--- src/design/memt_pkg.sv ---
package memt_pkg;

  localparam int unsigned RingLen  = 175;
  localparam int unsigned LagMid   = 45;
  localparam int unsigned LagOut   = 4;
  localparam int unsigned UpperBits = 13;
  localparam int unsigned AccLShift = 33;
  localparam int unsigned AccRShift = 13;
  localparam int unsigned TemperShift = 5;
  localparam int unsigned SeedShift = 62;

  localparam logic [63:0] TwistConst  = 64'hddbc_d6e5_25e1_c757;
  localparam logic [63:0] TemperMask  = 64'hbd2d_1251_e589_593f;
  localparam logic [63:0] SeedMult    = 64'd6364136223846793005;
  localparam logic [31:0] SeedMultLo  = SeedMult[31:0];
  localparam logic [31:0] SeedMultHi  = SeedMult[63:32];

  localparam logic OpSeed = 1'b0;
  localparam logic OpNext = 1'b1;

  typedef enum logic [1:0] {
    ST_IDLE = 2'b01,
    ST_SEED = 2'b10
  } memt_state_e;

  // One word produced by the seed sequencer.
  typedef struct packed {
    logic        vld;
    logic        last;
    logic [63:0] word;
  } memt_seed_word_t;

endpackage

--- src/design/memt_seed_unit.sv ---
module memt_seed_unit (
  input  logic                     clk_i,
  input  logic                     rst_ni,
  input  logic                     start_i,
  input  logic [63:0]              seed_i,
  output memt_pkg::memt_seed_word_t word_o
);

  localparam logic [1:0] PhLoLo = 2'd0;
  localparam logic [1:0] PhLoHi = 2'd1;
  localparam logic [1:0] PhHiLo = 2'd2;
  localparam logic [1:0] PhSum  = 2'd3;

  logic        busy_q;
  logic [1:0]  ph_q;
  logic [7:0]  k_q;
  logic [63:0] y_q, y_d;
  logic [63:0] prod_q, prod_d;
  logic [63:0] acc_q;
  logic [31:0] mul_a, mul_b;
  logic [63:0] word;

  assign mul_a  = (ph_q == PhHiLo) ? y_q[63:32] : y_q[31:0];
  assign mul_b  = (ph_q == PhLoHi) ? memt_pkg::SeedMultHi : memt_pkg::SeedMultLo;
  assign prod_d = 64'(mul_a) * 64'(mul_b);
  assign word   = acc_q + {prod_q[31:0], 32'd0};
  assign y_d    = word ^ (word >> memt_pkg::SeedShift);

  always_ff @(posedge clk_i or negedge rst_ni) begin
    if (!rst_ni) begin
      busy_q <= 1'b0;
      ph_q   <= PhLoLo;
      k_q    <= '0;
    end else if (start_i) begin
      busy_q <= 1'b1;
      ph_q   <= PhLoLo;
      k_q    <= 8'd1;
    end else if (busy_q) begin
      ph_q <= ph_q + 2'd1;
      if (ph_q == PhSum) begin
        k_q <= k_q + 8'd1;
        if (k_q == 8'(memt_pkg::RingLen)) begin
          busy_q <= 1'b0;
        end
      end
    end
  end

  always_ff @(posedge clk_i) begin
    if (start_i) begin
      y_q <= seed_i ^ (seed_i >> memt_pkg::SeedShift);
    end else if (busy_q) begin
      case (ph_q)
        PhLoLo: prod_q <= prod_d;
        PhLoHi: begin
          acc_q  <= prod_q + {56'd0, k_q};
          prod_q <= prod_d;
        end
        PhHiLo: begin
          acc_q  <= acc_q + {prod_q[31:0], 32'd0};
          prod_q <= prod_d;
        end
        PhSum:   y_q <= y_d;
        default: ;
      endcase
    end
  end

  assign word_o.vld  = busy_q && (ph_q == PhSum);
  assign word_o.last = (k_q == 8'(memt_pkg::RingLen));
  assign word_o.word = word;

endmodule

--- config.mk ---
export PLATFORM = sky130hd
export DESIGN_NAME = memt_seed_unit
export DESIGN_NICKNAME = d
export VERILOG_FILES = /design/src/design/memt_pkg.sv /design/src/design/memt_seed_unit.sv
export SDC_FILE = /design/constraint.sdc
export NUM_CORES = 2
export LEC_CHECK = 0
export ABC_CLOCK_PERIOD_IN_PS = 9100
export BUFFER_PORTS_ARGS = -buffer_cell sky130_fd_sc_hd__buf_4
export CAP_MARGIN = 20
export CORE_MARGIN = 2
export CORE_UTILIZATION = 34
export CTS_BUF_LIST = sky130_fd_sc_hd__clkbuf_16
export DETAILED_ROUTE_END_ITERATION = 8
export MAX_ROUTING_LAYER = met4
export PLACE_DENSITY = 0.55
export SLEW_MARGIN = 15
export SYNTH_ARGS = -nofsm -noshare
export SYNTH_HDL_FRONTEND = slang
export SYNTH_SLANG_ARGS = --single-unit
--- constraint.sdc ---
create_clock -name clk_i -period 9.1 [get_ports clk_i]
set_clock_uncertainty 0.1 [all_clocks]
set_input_delay 1.82 -clock clk_i [delete_from_list [all_inputs] [get_ports clk_i]]
set_output_delay 1.82 -clock clk_i [all_outputs]
set_load 0.02 [all_outputs]
==> summary.md <==
| Metric | Value |
|---|---|
| Crit end category | `flip-flop` |
| Avg Cell Area, Syn | `10.1 um2` |
| Worst Path Required | `9270 ps` |
| Final nets | `4667` |
| Setup CP Type | `reg -> reg` |
| Die W | `320 um` |
| Largest net degree at the start of global routing | `65` |
| First-pass GRT wire length | `157000 um` |
| Async set-or-reset flop fraction in the synthesized netlist | `0.0545` |
| Post-synth EDFFs | `191` |
| TritonCTS Buffers | `21` |
| CTS tree | `done` |
| Max Buffers Root-to-Sink | `3` |
| Vias/cell | `4.91` |
| Die H | `320 um` |
| CP arrival | `8880 ps` |
| Fin cells | `4920` |
| Cells after DPL | `4877` |
| Detail Route Antenna Nets | `0` |
| GPL Wtd Cong | `0.954` |
| Finished Cell Area | `38200 um2` |
| Status | `complete, no violations` |
| Top cell type's share of synthesized area | `0.316` |
| DR vias | `24200` |
| Number of distinct library cells after synthesis | `88` |
| Dpl ws | `33.2 ps` |
| Final min period | `8710 ps` |
| Largest area contributor in the netlist | `fa_1` |
| Root buf cell | `clkbuf_16` |
| Initial antenna violation count | `2` |
| MaxCap Viol Count | `0` |
| Clock slew at reported path FFs | `70 ps` |
| Initial core utilization | `0.341` |
| Most common cell type on the critical path | `fa_1` |
| Total gr overflow | `0` |
| Pins over their slew limit | `0` |
| Worst path slowest cell | `fa_1` |
| Synth top cells by count | `inv_1, fa_1, ha_1` |
| Worst reg-to-reg setup slack | `390 ps` |
| Endpoints failing hold | `0` |
| CTS Sinks | `202` |
| I/O Pins | `133` |
| Post-CTS Hold Buffers | `0` |
| DRT Pass-1 Iters | `5` |
| IO buf count | `132` |
| Met3 wire len | `6170 um` |
| Fillers | `9943` |
| Share of layout cells above drive strength 1 | `0.125` |
| Drt total wl | `105000 um` |
| Worst-margin pin slew | `1150 ps` |
| Fin crit share | `0.957` |
| Max FO, Critical Path | `12` |
| Vias in the first global route | `24900` |
| Number of synthesized register bits | `202` |
| Final setup fails | `0` |
| FP Rows | `116` |
| DR DRC count | `0` |
| Crit path launch type | `flip-flop` |
| Prevailing post-synth register cell | `edfxtp_1` |
| Routed len/inst | `21.2 um` |
| Area Growth Syn to Fin | `12.3%` |
| Slew headroom | `0.221` |
| DRT met1 WL | `47400 um` |
| Most numerous cell in the Yosys netlist | `inv_1` |
| Worst setup margin | `390 ps` |
| Met2 wire length | `47800 um` |
| HPWL Detailed | `90100 um` |
| Die Area | `103000 um2` |
| Mapped Cells | `3379` |
| H-tree depth | `1` |
| Initial drt markers | `1860` |
| Sequential-to-total area share from yosys stat | `0.177` |
| Global-route usage over all layers | `0.210` |
| Uppermost routed layer | `met4` |
| Clk_lat worst skew | `520 ps` |
| CP max stage delay | `560 ps` |
| Core footprint | `99700 um2` |
| Placed cell area | `37500 um2` |
| Hold Crit Class | `reg -> reg` |
| Mapped Area | `34000 um2` |
| Top post-synthesis cells by area | `fa_1, edfxtp_1, ha_1` |
| YS warnings | `0` |
| FMAX | `0.115 GHz` |
==> registers in the layout (all words and copies together), names as in the netlist <==
signal,count
k_q,8
prod_q,63
busy_q,1
ph_q,2
acc_q,64
y_q,64
==> critical path: cells and delay by family, from the launching register on <==
family                   cells  cell delay (ps)
AO/OA/AOI/OAI                6             1360
XOR/XNOR                     1               80
adder cells (fa/ha/maj)     10             4480
buffers and inverters        8             1010
flip-flops                   1              440
multiplexers                 1              490
AND/OR/NAND/NOR              2              460
==> through the flow <==
stage	TNS [ps]	utilization	hold WS [ps]
2_1_floorplan	0	-	422
3_3_place_gp	0	0.376	476
3_5_place_dp	0	0.376	470
4_1_cts	0	0.382	497
5_1_grt	-3.66	0.383	516
6_report	0	0.383	491
==> metal layers <==
layer | GRT usage | up-vias
li1 | - | 11200
met1 | 0.294 | 12100
met2 | 0.322 | 742
met3 | 0.0283 | 123
met4 | 0.0539 | 0
met5 | - | -
==> cell usage in the layout, fill, tap and decap left out, types with 16 or more instances in the layout <==
| cell type | netlist | routed |
|---|---|---|
| xnor2_1 | 107 | 107 |
| mux2i_1 | 31 | 30 |
| o21bai_1 | 16 | 16 |
| mux2_2 | 60 | 60 |
| conb_1 | 2 | 22 |
| nand3_1 | 61 | 61 |
| nand2_1 | 199 | 199 |
| xor2_1 | 78 | 78 |
| clkbuf_16 | 0 | 21 |
| nor3_1 | 37 | 37 |
| nand4_1 | 38 | 38 |
| and3_1 | 26 | 26 |
| edfxtp_1 | 191 | 191 |
| nor2_1 | 149 | 144 |
| a21o_1 | 52 | 52 |
| nor2b_1 | 20 | 20 |
| buf_4 | 32 | 298 |
| fa_1 | 537 | 537 |
| a21oi_1 | 118 | 118 |
| inv_1 | 789 | 792 |
| o21ai_0 | 102 | 102 |
| ha_1 | 456 | 453 |
==> cells by family after synthesis <==
kind of cell,count (synthesis),synth area share
adder cells (fa/ha/maj),993,0.484
buffers and inverters,916,0.105
AND/OR/NAND/NOR,603,0.0855
AO/OA/AOI/OAI,385,0.0712
flip-flops,202,0.177
XOR/XNOR,187,0.0488
multiplexers,91,0.0290
other,2,0.000221
==> worst paths after layout <==
kind | from | end | cells after the start
min reg2reg | k_q[7] | k_q[7] | 2
max | ph_q[0] | prod_q[58] | 28
max reg2reg | ph_q[0] | prod_q[58] | 28
min in group asynchronous | rst_ni | ph_q[1] | 1
min | k_q[7] | k_q[7] | 2
max in group asynchronous | rst_ni | k_q[2] | 1
==> layout make-up <==
type | count | area, um2 | share of cell area
antenna | 2 | 5.00 | 0.000131
clock buffer | 21 | 526 | 0.0137
clock inverter | 15 | 120 | 0.00314
inverter | 796 | 2990 | 0.0783
multi-input combinational | 2281 | 24600 | 0.643
sequential | 202 | 6010 | 0.157
tap | 1298 | 1620 | 0.0425
timing repair buffer | 305 | 2380 | 0.0622
==> what timing repair did <==
| item | CTS | global route |
|---|---|---|
| endpoints found under the setup margin | 3 | 14 |
| resized for setup | 1 | 4 |
| hold endpoints to repair | 0 | 0 |
| pin swaps | 0 | 0 |
| buffers inserted | 0 | 4 |
Power is left out: the tool's default activity adds up to more than one toggle a clock period on the data nets, which glitch-free logic cannot reach.
