## config.mk

```make
export PLATFORM = sky130hd
export DESIGN_NAME = memt_cell
export DESIGN_NICKNAME = d
export VERILOG_FILES = /design/src/design/memt_cell.sv
export SDC_FILE = /design/constraint.sdc
export NUM_CORES = 1
export LEC_CHECK = 0
export ABC_AREA = 0
export ABC_CLOCK_PERIOD_IN_PS = 850
export BUFFER_PORTS_ARGS = -buffer_cell sky130_fd_sc_hd__buf_2
export CORE_ASPECT_RATIO = 0.75
export CORE_MARGIN = 8
export CORE_UTILIZATION = 46
export DETAILED_ROUTE_END_ITERATION = 8
export PLACE_DENSITY_LB_ADDON = 0.2
export REMOVE_ABC_BUFFERS = 1
export SKIP_CTS_REPAIR_TIMING = 1
export SYNTH_ARGS = -nofsm -noshare
export SYNTH_HDL_FRONTEND = slang
export SYNTH_SLANG_ARGS = --single-unit
```

## constraint.sdc

```tcl
create_clock -name clk_i -period 0.85 [get_ports clk_i]
set_clock_uncertainty 0.05 [all_clocks]
set_input_delay 0.17 -clock clk_i [delete_from_list [all_inputs] [get_ports clk_i]]
set_output_delay 0.17 -clock clk_i [all_outputs]
set_load 0.01 [all_outputs]
```

## src/design/memt_cell.sv

```systemverilog
module memt_cell (
  input  logic        clk_i,
  input  logic        rst_ni,
  input  logic        shift_i,
  input  logic [63:0] word_i,
  output logic [63:0] word_o
);

  logic [63:0] word_q;

  always_ff @(posedge clk_i or negedge rst_ni) begin
    if (!rst_ni) begin
      word_q <= '0;
    end else if (shift_i) begin
      word_q <= word_i;
    end
  end

  assign word_o = word_q;

endmodule

```

==> impl_metrics.yaml, run 1 <==
final_layout:
  fin_nets: 373
  multi_input_area_um2: 946
  syn2layout_area_growth_pct: 46.3
  layout-drive-gt1-share: 0.788
  antenna_cells: 0
  largest_register_ffs: 64
  final_cells: 389
  final_util: 0.687
  seqCellArea_mm2: 0.00160
  num-fill-cells: 423
setup_path:
  timing.rr.end: "word_o[29]"
  cp-end-kind: "output port"
  path_cells: "buf_2"
  required_ns: 0.63
  critPathBufInv: 1
  start_kind: "register"
  crit_arrival_ns: 0.86
  max_stage_delay_ns: 0.39
  setup.worst_path.class: "reg2out"
  reg2reg_from: "word_o[29]"
  path_max_fanout: 2
  cpMaxStageDelayCell: "dfrtp_1"
  r2r_cells: 2
  reg2reg_slack_ns: -0.11
  cp_top_family: "flip-flops"
placement:
  port_buffers: 130
  dp.final_hpwl_mm: 4.48
  gp_congestion: 0.727
  dp_cells: 345
cts:
  cts_sinks: 64
  cts-root-buf: "clkbuf_8"
  clk_pin_slew_ns: 0.07
  numCtsBuffers: 9
  cts_tree: "yes"
  htreeDepth: 3
  clockBufferDepth: 2
  insertion_delay_ns: 0.32
run_status:
  violations: "negative setup slack"
  outcome: "finished, violations left"
worst_hold_path:
  holdPathEnd: "word_o[48]"
  hold_depth: 2
  hold_start: "word_i[48]"
  min_path_type: "in2reg"
power_and_ir_drop:
  totalPowerFinal_mw: 7.55
  ir_worst_vdd_v: 0.00107
  p_per_area_mw_per_mm2: 1930
  power.leakage_nw: 2.10
global_route:
  grt_max_degree: 65
  antenna_found_initial: 0
  grt_pass1_vias: 1901
  grt-ovfl-total: 0
  grt_use_total: 0.146
  grt_first_pass_wirelength_mm: 9.66
logic_synthesis:
  synth-simple-area-share: 0
  synth_ff_type: "dfrtp_1"
  synth.area.top_cells: "dfrtp_1 60%, mux2_4 34%, buf_12 4.5%"
  synth.distinct_cells: 5
  syn_area_mm2: 0.00268
  synth_top_family_by_area: "multiplexers"
  synth-seq-cells: 64
  synthAdderAreaFrac: 0
  yosysTopAreaCell: "dfrtp_1"
  synth_cells: 135
  netlist.area_leader.share: 0.598
  synthMuxAreaShare: 0.353
  ys_warn_count: 0
  synth_compound_area_frac: 0
  synth_edf_count: 0
  yosysMostFrequentCell: "dfrtp_1"
  syn_avg_cell_area_um2: 19.8
  ys_seq_area_frac: 0.598
  synthTopCellsByCount: "64 x dfrtp_1, 60 x mux2_4, 6 x buf_12"
  synthXorXnorAreaFrac: 0
  async_flop_share: 1.00
timing:
  drv_slew: 0
  hold_violations: 0
  rsz0062_at_grt: "yes"
  maxSlewHeadroom: 0.783
  fin_crit_ns: 1.08
  worst_slew_pin_slew_ns: 0.325
  period_share: 1.27
  setup_violations: 91
  fmax_mhz: 923
  worst_slack_ns: -0.233
drt:
  num_vias: 1725
  routed_wl_mm: 6.34
  drt_iter0_drc: 25
  vias_per_cell: 4.43
  drt-wirelength-per-cell_um: 16.3
  drt-pass1-iter-count: 4
  drc: 0
  drtAntennaViolNets: 0
floorplan:
  io_pins: 131
  start_util: 0.470
  die_h_um: 82.1
  rows: 24
  core_area_mm2: 0.00571
  dieArea_mm2: 0.00855
  die_w_um: 104
flow_run:
  drv_cap: 0
==> power by group <==
part	leakage, nW	switching [mW]	internal (mW)	total (mW)
logic	1.25	0.608	1.04	1.65
registers	0.748	0.180	3.35	3.53
clock network	0.0992	1.08	1.28	2.37
total	2.10	1.87	5.68	7.55
==> placed cells by master, fill, tap and decap left out, drive strengths merged <==
master and count:
dfrtp 64, buf 166, dlygate4sd3 1, clkbuf 13, mux2 64, clkinv 3
==> how the worst max path moves through the flow <==
stage / slack, ns / endpoint / from / cells past startpoint
6_report: -0.23 / word_o[10] / word_o[10] / 1
5_1_grt: -0.28 / word_o[3] / word_o[3] / 1
4_1_cts: -0.26 / word_o[42] / word_o[42] / 1
3_5_place_dp: -0.23 / word_o[0] / shift_i / 3
3_3_place_gp: -0.22 / word_o[0] / shift_i / 3
2_1_floorplan: 0.02 / word_o[10] / word_o[10] / 1
==> metal layers <==
layer	GRT usage	vias to the layer above	part of all wire	wire length, um
li1	-	813	-	-
met1	0.178	822	0.44	2820
met2	0.209	82	0.45	2830
met3	0.0775	8	0.095	605
met4	0.0748	0	0.013	82
met5	0	-	0	0
==> kinds of logic after synthesis <==
kind of cell,after synthesis
multiplexers,64
flip-flops,64
buffers and inverters,7
==> layout make-up <==
class                      count  share of cell area
sequential                    64               0.409
tap                           78              0.0249
multi-input combinational     64               0.241
clock buffer                  13              0.0431
timing repair buffer         167               0.278
clock inverter                 3             0.00383
==> stage by stage <==
stage | hold slack, ns | instance area (um2) | TNS (ns) | setup WS, ns
3_3_place_gp | 0.157 | 3420 | -11.12 | -0.221
4_1_cts | -0.208 | 3600 | -15.77 | -0.263
6_report | 0.0172 | 3920 | -15.97 | -0.233
3_5_place_dp | 0.159 | 3420 | -11.84 | -0.232
5_1_grt | -0.00321 | 3920 | -19.41 | -0.284
2_1_floorplan | -0.176 | 2550 | 0 | 0.0207
Note: power is estimated with default switching activity, not from simulation.
==> run 2, diff against run 1 <==
Settings changed: CORE_UTILIZATION 46 to 37.
==> run 2 against run 1 <==
  * The run still ends with negative setup slack left
  * Fmax fell by 0.98%
  * Largest cell class unchanged
  * Worst hold slack worse by 0.0084 ns
  * Combinational power about the same
  * Design area increased by 2.4%
==> impl_metrics.yaml, run 2 (synthesized netlist as in run 1, its figures left out) <==
run_status:
  outcome: "finished, violations left"
  violations: "negative setup slack"
cts:
  clockBufferDepth: 2
  clk_pin_slew_ns: 0.07
  htreeDepth: 3
  cts_sinks: 64
  cts-root-buf: "clkbuf_8"
  insertion_delay_ns: 0.33
  cts_tree: "yes"
  numCtsBuffers: 9
timing:
  worst_slack_ns: -0.244
  whs_ns: 0.00885
  maxSlewHeadroom: 0.860
  hold_violations: 0
  worst_slew_pin_slew_ns: 0.210
  fmax_mhz: 914
  setup_violations: 87
  period_share: 1.29
  rsz0062_at_grt: "yes"
  drv_slew: 0
  fin_crit_ns: 1.09
  tns_ns: -16.38
global_route:
  grt-ovfl-total: 0
  grt_pass1_vias: 1950
  grt_first_pass_wirelength_mm: 9.97
  grt_use_total: 0.128
  antenna_found_initial: 0
  grt_max_degree: 39
setup_path:
  cp_top_family: "flip-flops"
  path_max_fanout: 2
  max_stage_delay_ns: 0.39
  cp-startpoint: "word_o[32]"
  cp-end-kind: "output port"
  path_cells: "buf_2"
  required_ns: 0.63
  crit_arrival_ns: 0.87
  start_kind: "register"
  critPathBufInv: 1
  setup.worst_path.class: "reg2out"
  reg2reg_from: "word_o[7]"
  cpMaxStageDelayCell: "dfrtp_1"
drt:
  drt_iter0_drc: 27
  drc: 0
  wl_met2_mm: 2.68
  met1_length_mm: 3.04
  routed_wl_mm: 6.63
  vias_per_cell: 4.18
  wl_met3_um: 842
  drt-pass1-iter-count: 3
  num_vias: 1709
  drtAntennaViolNets: 0
  top_layer: "met4"
  drt-wirelength-per-cell_um: 16.2
floorplan:
  die_h_um: 89.7
  dieArea_mm2: 0.0102
  start_util: 0.374
  rows: 27
  die_w_um: 114
  io_pins: 131
  core_area_mm2: 0.00716
final_layout:
  fin_nets: 370
  antenna_cells: 0
  layout-drive-gt1-share: 0.789
  final_cell_mix: "109 x buf_2, 64 x dfrtp_1, 60 x mux2_4, 30 x buf_4, 20 x buf_6"
  largest_register_ffs: 64
  syn2layout_area_growth_pct: 49.8
  final_common_cell: "buf_2"
  num-fill-cells: 605
placement:
  gp_congestion: 0.658
  dp.final_hpwl_mm: 4.69
  port_buffers: 130
flow_run:
  drv_cap: 0
power_and_ir_drop:
  ir_worst_vdd_v: 0.000940
  p_per_area_mw_per_mm2: 2110
  power.leakage_nw: 2.12
worst_hold_path:
  min_path_type: "in2reg"
  hold_start: "word_i[19]"
run 2: changes by cell type in the layout (fill, tap and decap cells not counted), sizes merged:
cell      change
buf           -3
bufinv        +3
clkbuf        -2
clkinv        -2
clkinvlp      +1
run 2: worst register-to-register path: stages, from the launching register on:
cell	delay, ns
dfrtp_1	0.40
buf_4	0.14
mux2_4	0.26
run 2: per-layer routing:
layer	up-vias	global-route usage
met3	7	0.0848
met5	-	0
li1	803	-
met4	0	0.0325
met1	807	0.167
met2	92	0.168
run 2: power breakdown:
part           total (mW)  internal [mW]  switching [mW]  leakage (nW)
Combinational        1.64           1.04           0.602          1.25
Sequential           3.54           3.35           0.187         0.748
Clock                3.27           2.10            1.17         0.126
run 2: final timing paths:
kind,to,slack (ns),cells past startpoint
min in group asynchronous,word_o[25],0.31,3
worst max-delay path,word_o[32],-0.24,1
worst min-delay path,word_o[19],0.009,2
max in group asynchronous,word_o[7],0.22,3
worst max register to register,word_o[7],-0.12,2
worst min register to register,word_o[1],0.46,1
run 2: metrics by stage:
stage / cell area, um2 / std cells / setup WS (ns) / utilization / total power [mW]
2_1_floorplan: 2550 / 128 / 0.0207 / - / 4.20
3_3_place_gp: 3450 / 369 / -0.220 / 0.482 / 4.94
3_5_place_dp: 3450 / 369 / -0.229 / 0.482 / 4.96
4_1_cts: 3710 / 385 / -0.272 / 0.517 / 8.31
5_1_grt: 4010 / 409 / -0.291 / 0.560 / 8.89
6_report: 4010 / 409 / -0.244 / 0.560 / 8.45
run 2: layout make-up:
class                      instances  area, um2  share of cell area
sequential                        64       1600               0.399
timing repair buffer             164       1090               0.271
multi-input combinational         64        946               0.236
clock buffer                      11        151              0.0377
tap                              101        126              0.0315
clock inverter                     5        103              0.0256
==> run 3, diff against run 2 <==
Settings changed: TNS_END_PERCENT set to 1.
==> run 3 against run 2 <==
  * The run still ends with negative setup slack left
  * Largest power group unchanged
  * Clock-buffer cell count unchanged
  * Register-to-register slack better by 0.02 ns
  * Sequential cell count is the same
==> impl_metrics.yaml, run 3 (synthesized netlist as in run 1, its figures left out) <==
power_and_ir_drop:
  switching_power_mw: 1.93
  p_clk_frac: 0.395
  p_seq_frac: 0.426
  p_per_area_mw_per_mm2: 2160
  totalPowerFinal_mw: 8.30
  switching_share: 0.232
  internal_power_mw: 6.37
  combPwrFrac: 0.179
  power.leakage_nw: 2.02
  ir_worst_vdd_v: 0.000939
setup_path:
  cp_top_family: "flip-flops"
  path_cells: "buf_2"
  crit_arrival_ns: 0.87
  required_ns: 0.63
  setup.worst_path.class: "reg2out"
  cp-end-kind: "output port"
  path_max_fanout: 2
  max_stage_delay_ns: 0.39
  cpMaxStageDelayCell: "dfrtp_1"
  start_kind: "register"
  critPathBufInv: 1
final_layout:
  final_cell_mix: "112 x buf_2, 64 x dfrtp_1, 60 x mux2_4, 17 x buf_6"
  num-fill-cells: 628
  syn2layout_area_growth_pct: 43.8
  final_common_cell: "buf_2"
  final_cells: 390
  multi_input_area_um2: 946
  final_util: 0.538
  largest_register_ffs: 64
  antenna_cells: 0
  fin_nets: 351
  seqCellArea_mm2: 0.00160
  layout-drive-gt1-share: 0.775
global_route:
  grt_max_degree: 39
  grt_use_total: 0.128
  grt-ovfl-total: 0
  grt_first_pass_wirelength_mm: 9.97
  antenna_found_initial: 0
  grt_pass1_vias: 1950
placement:
  gp_congestion: 0.658
  dp_cells: 369
  dpl_worst_slack_ns: -0.229
  port_buffers: 130
  dp.final_hpwl_mm: 4.69
timing:
  rsz0062_at_grt: "yes"
  worst_slew_pin_slew_ns: 0.212
  fin_crit_ns: 1.09
  setup_violations: 68
  fmax_mhz: 917
  drv_slew: 0
  worst_slack_ns: -0.240
  period_share: 1.28
  hold_violations: 0
  maxSlewHeadroom: 0.859
drt:
  drc: 0
  vias_per_cell: 4.25
  drtAntennaViolNets: 0
  routed_wl_mm: 6.41
  drt_iter0_drc: 33
  drt-pass1-iter-count: 4
  num_vias: 1658
  drt-wirelength-per-cell_um: 16.4
run_status:
  violations: "negative setup slack"
  outcome: "finished, violations left"
floorplan:
  rows: 27
  die_h_um: 89.7
  die_w_um: 114
  core_area_mm2: 0.00716
  io_pins: 131
  start_util: 0.374
  dieArea_mm2: 0.0102
cts:
  cts_sinks: 64
  insertion_delay_ns: 0.33
  cts-root-buf: "clkbuf_8"
  htreeDepth: 3
  cts_tree: "yes"
  clk_pin_slew_ns: 0.07
  numCtsBuffers: 9
  clockBufferDepth: 2
worst_hold_path:
  min_path_type: "in2reg"
flow_run:
  drv_cap: 0
[run 3: cell count changes in the layout (fill, tap and decap cells not counted), sizes merged]
cell,previous run,this run
buf,163,144
[run 3: power by group through the flow]
| stage | logic [mW] | clock network [mW] | registers (mW) |
|---|---|---|---|
| 2_1_floorplan | 0.489 | 0 | 3.71 |
| 3_3_place_gp | 1.37 | 0 | 3.58 |
| 3_5_place_dp | 1.40 | 0 | 3.56 |
| 4_1_cts | 1.40 | 3.39 | 3.52 |
| 5_1_grt | 1.61 | 3.55 | 3.57 |
| 6_report | 1.49 | 3.28 | 3.53 |
[run 3: worst paths after layout]
path | start | end | slack [ns] | cells past startpoint
worst min-delay path | word_i[19] | word_o[19] | 0.009 | 2
max in group asynchronous | rst_ni | word_o[39] | 0.22 | 3
worst max-delay path | word_o[32] | word_o[32] | -0.24 | 1
worst min register to register | word_o[12] | word_o[12] | 0.45 | 1
worst max register to register | word_o[28] | word_o[28] | -0.10 | 2
min in group asynchronous | rst_ni | word_o[25] | 0.31 | 3
[run 3: layout make-up]
cell class	count	share of cell area
sequential	64	0.416
multi-input combinational	64	0.246
timing repair buffer	145	0.240
clock buffer	11	0.0393
tap	101	0.0328
clock inverter	5	0.0266
[run 3: layer usage]
metal  global-route usage  vias to the layer above  routed length [um]
li1                     -                      767                   -
met1                0.167                      789                2990
met2                0.168                       93                2480
met3               0.0848                        9                 883
met4               0.0325                        0                  61
met5                    0                        -                   0
[run 3: stage by stage]
step / cell area [um2] / TNS, ns / hold slack, ns
2_1_floorplan: 2550 / 0 / -0.176
3_3_place_gp: 3450 / -11.63 / 0.119
3_5_place_dp: 3450 / -12.10 / 0.134
4_1_cts: 3710 / -16.13 / -0.236
5_1_grt: 3850 / -18.08 / -0.0146
6_report: 3850 / -14.77 / 0.00926
[run 3: worst reg2reg max path: cells and delay by family, from the launching register on]
family	cells	cell delay (ns)
buffers and inverters	1	0.14
flip-flops	1	0.40
multiplexers	1	0.25
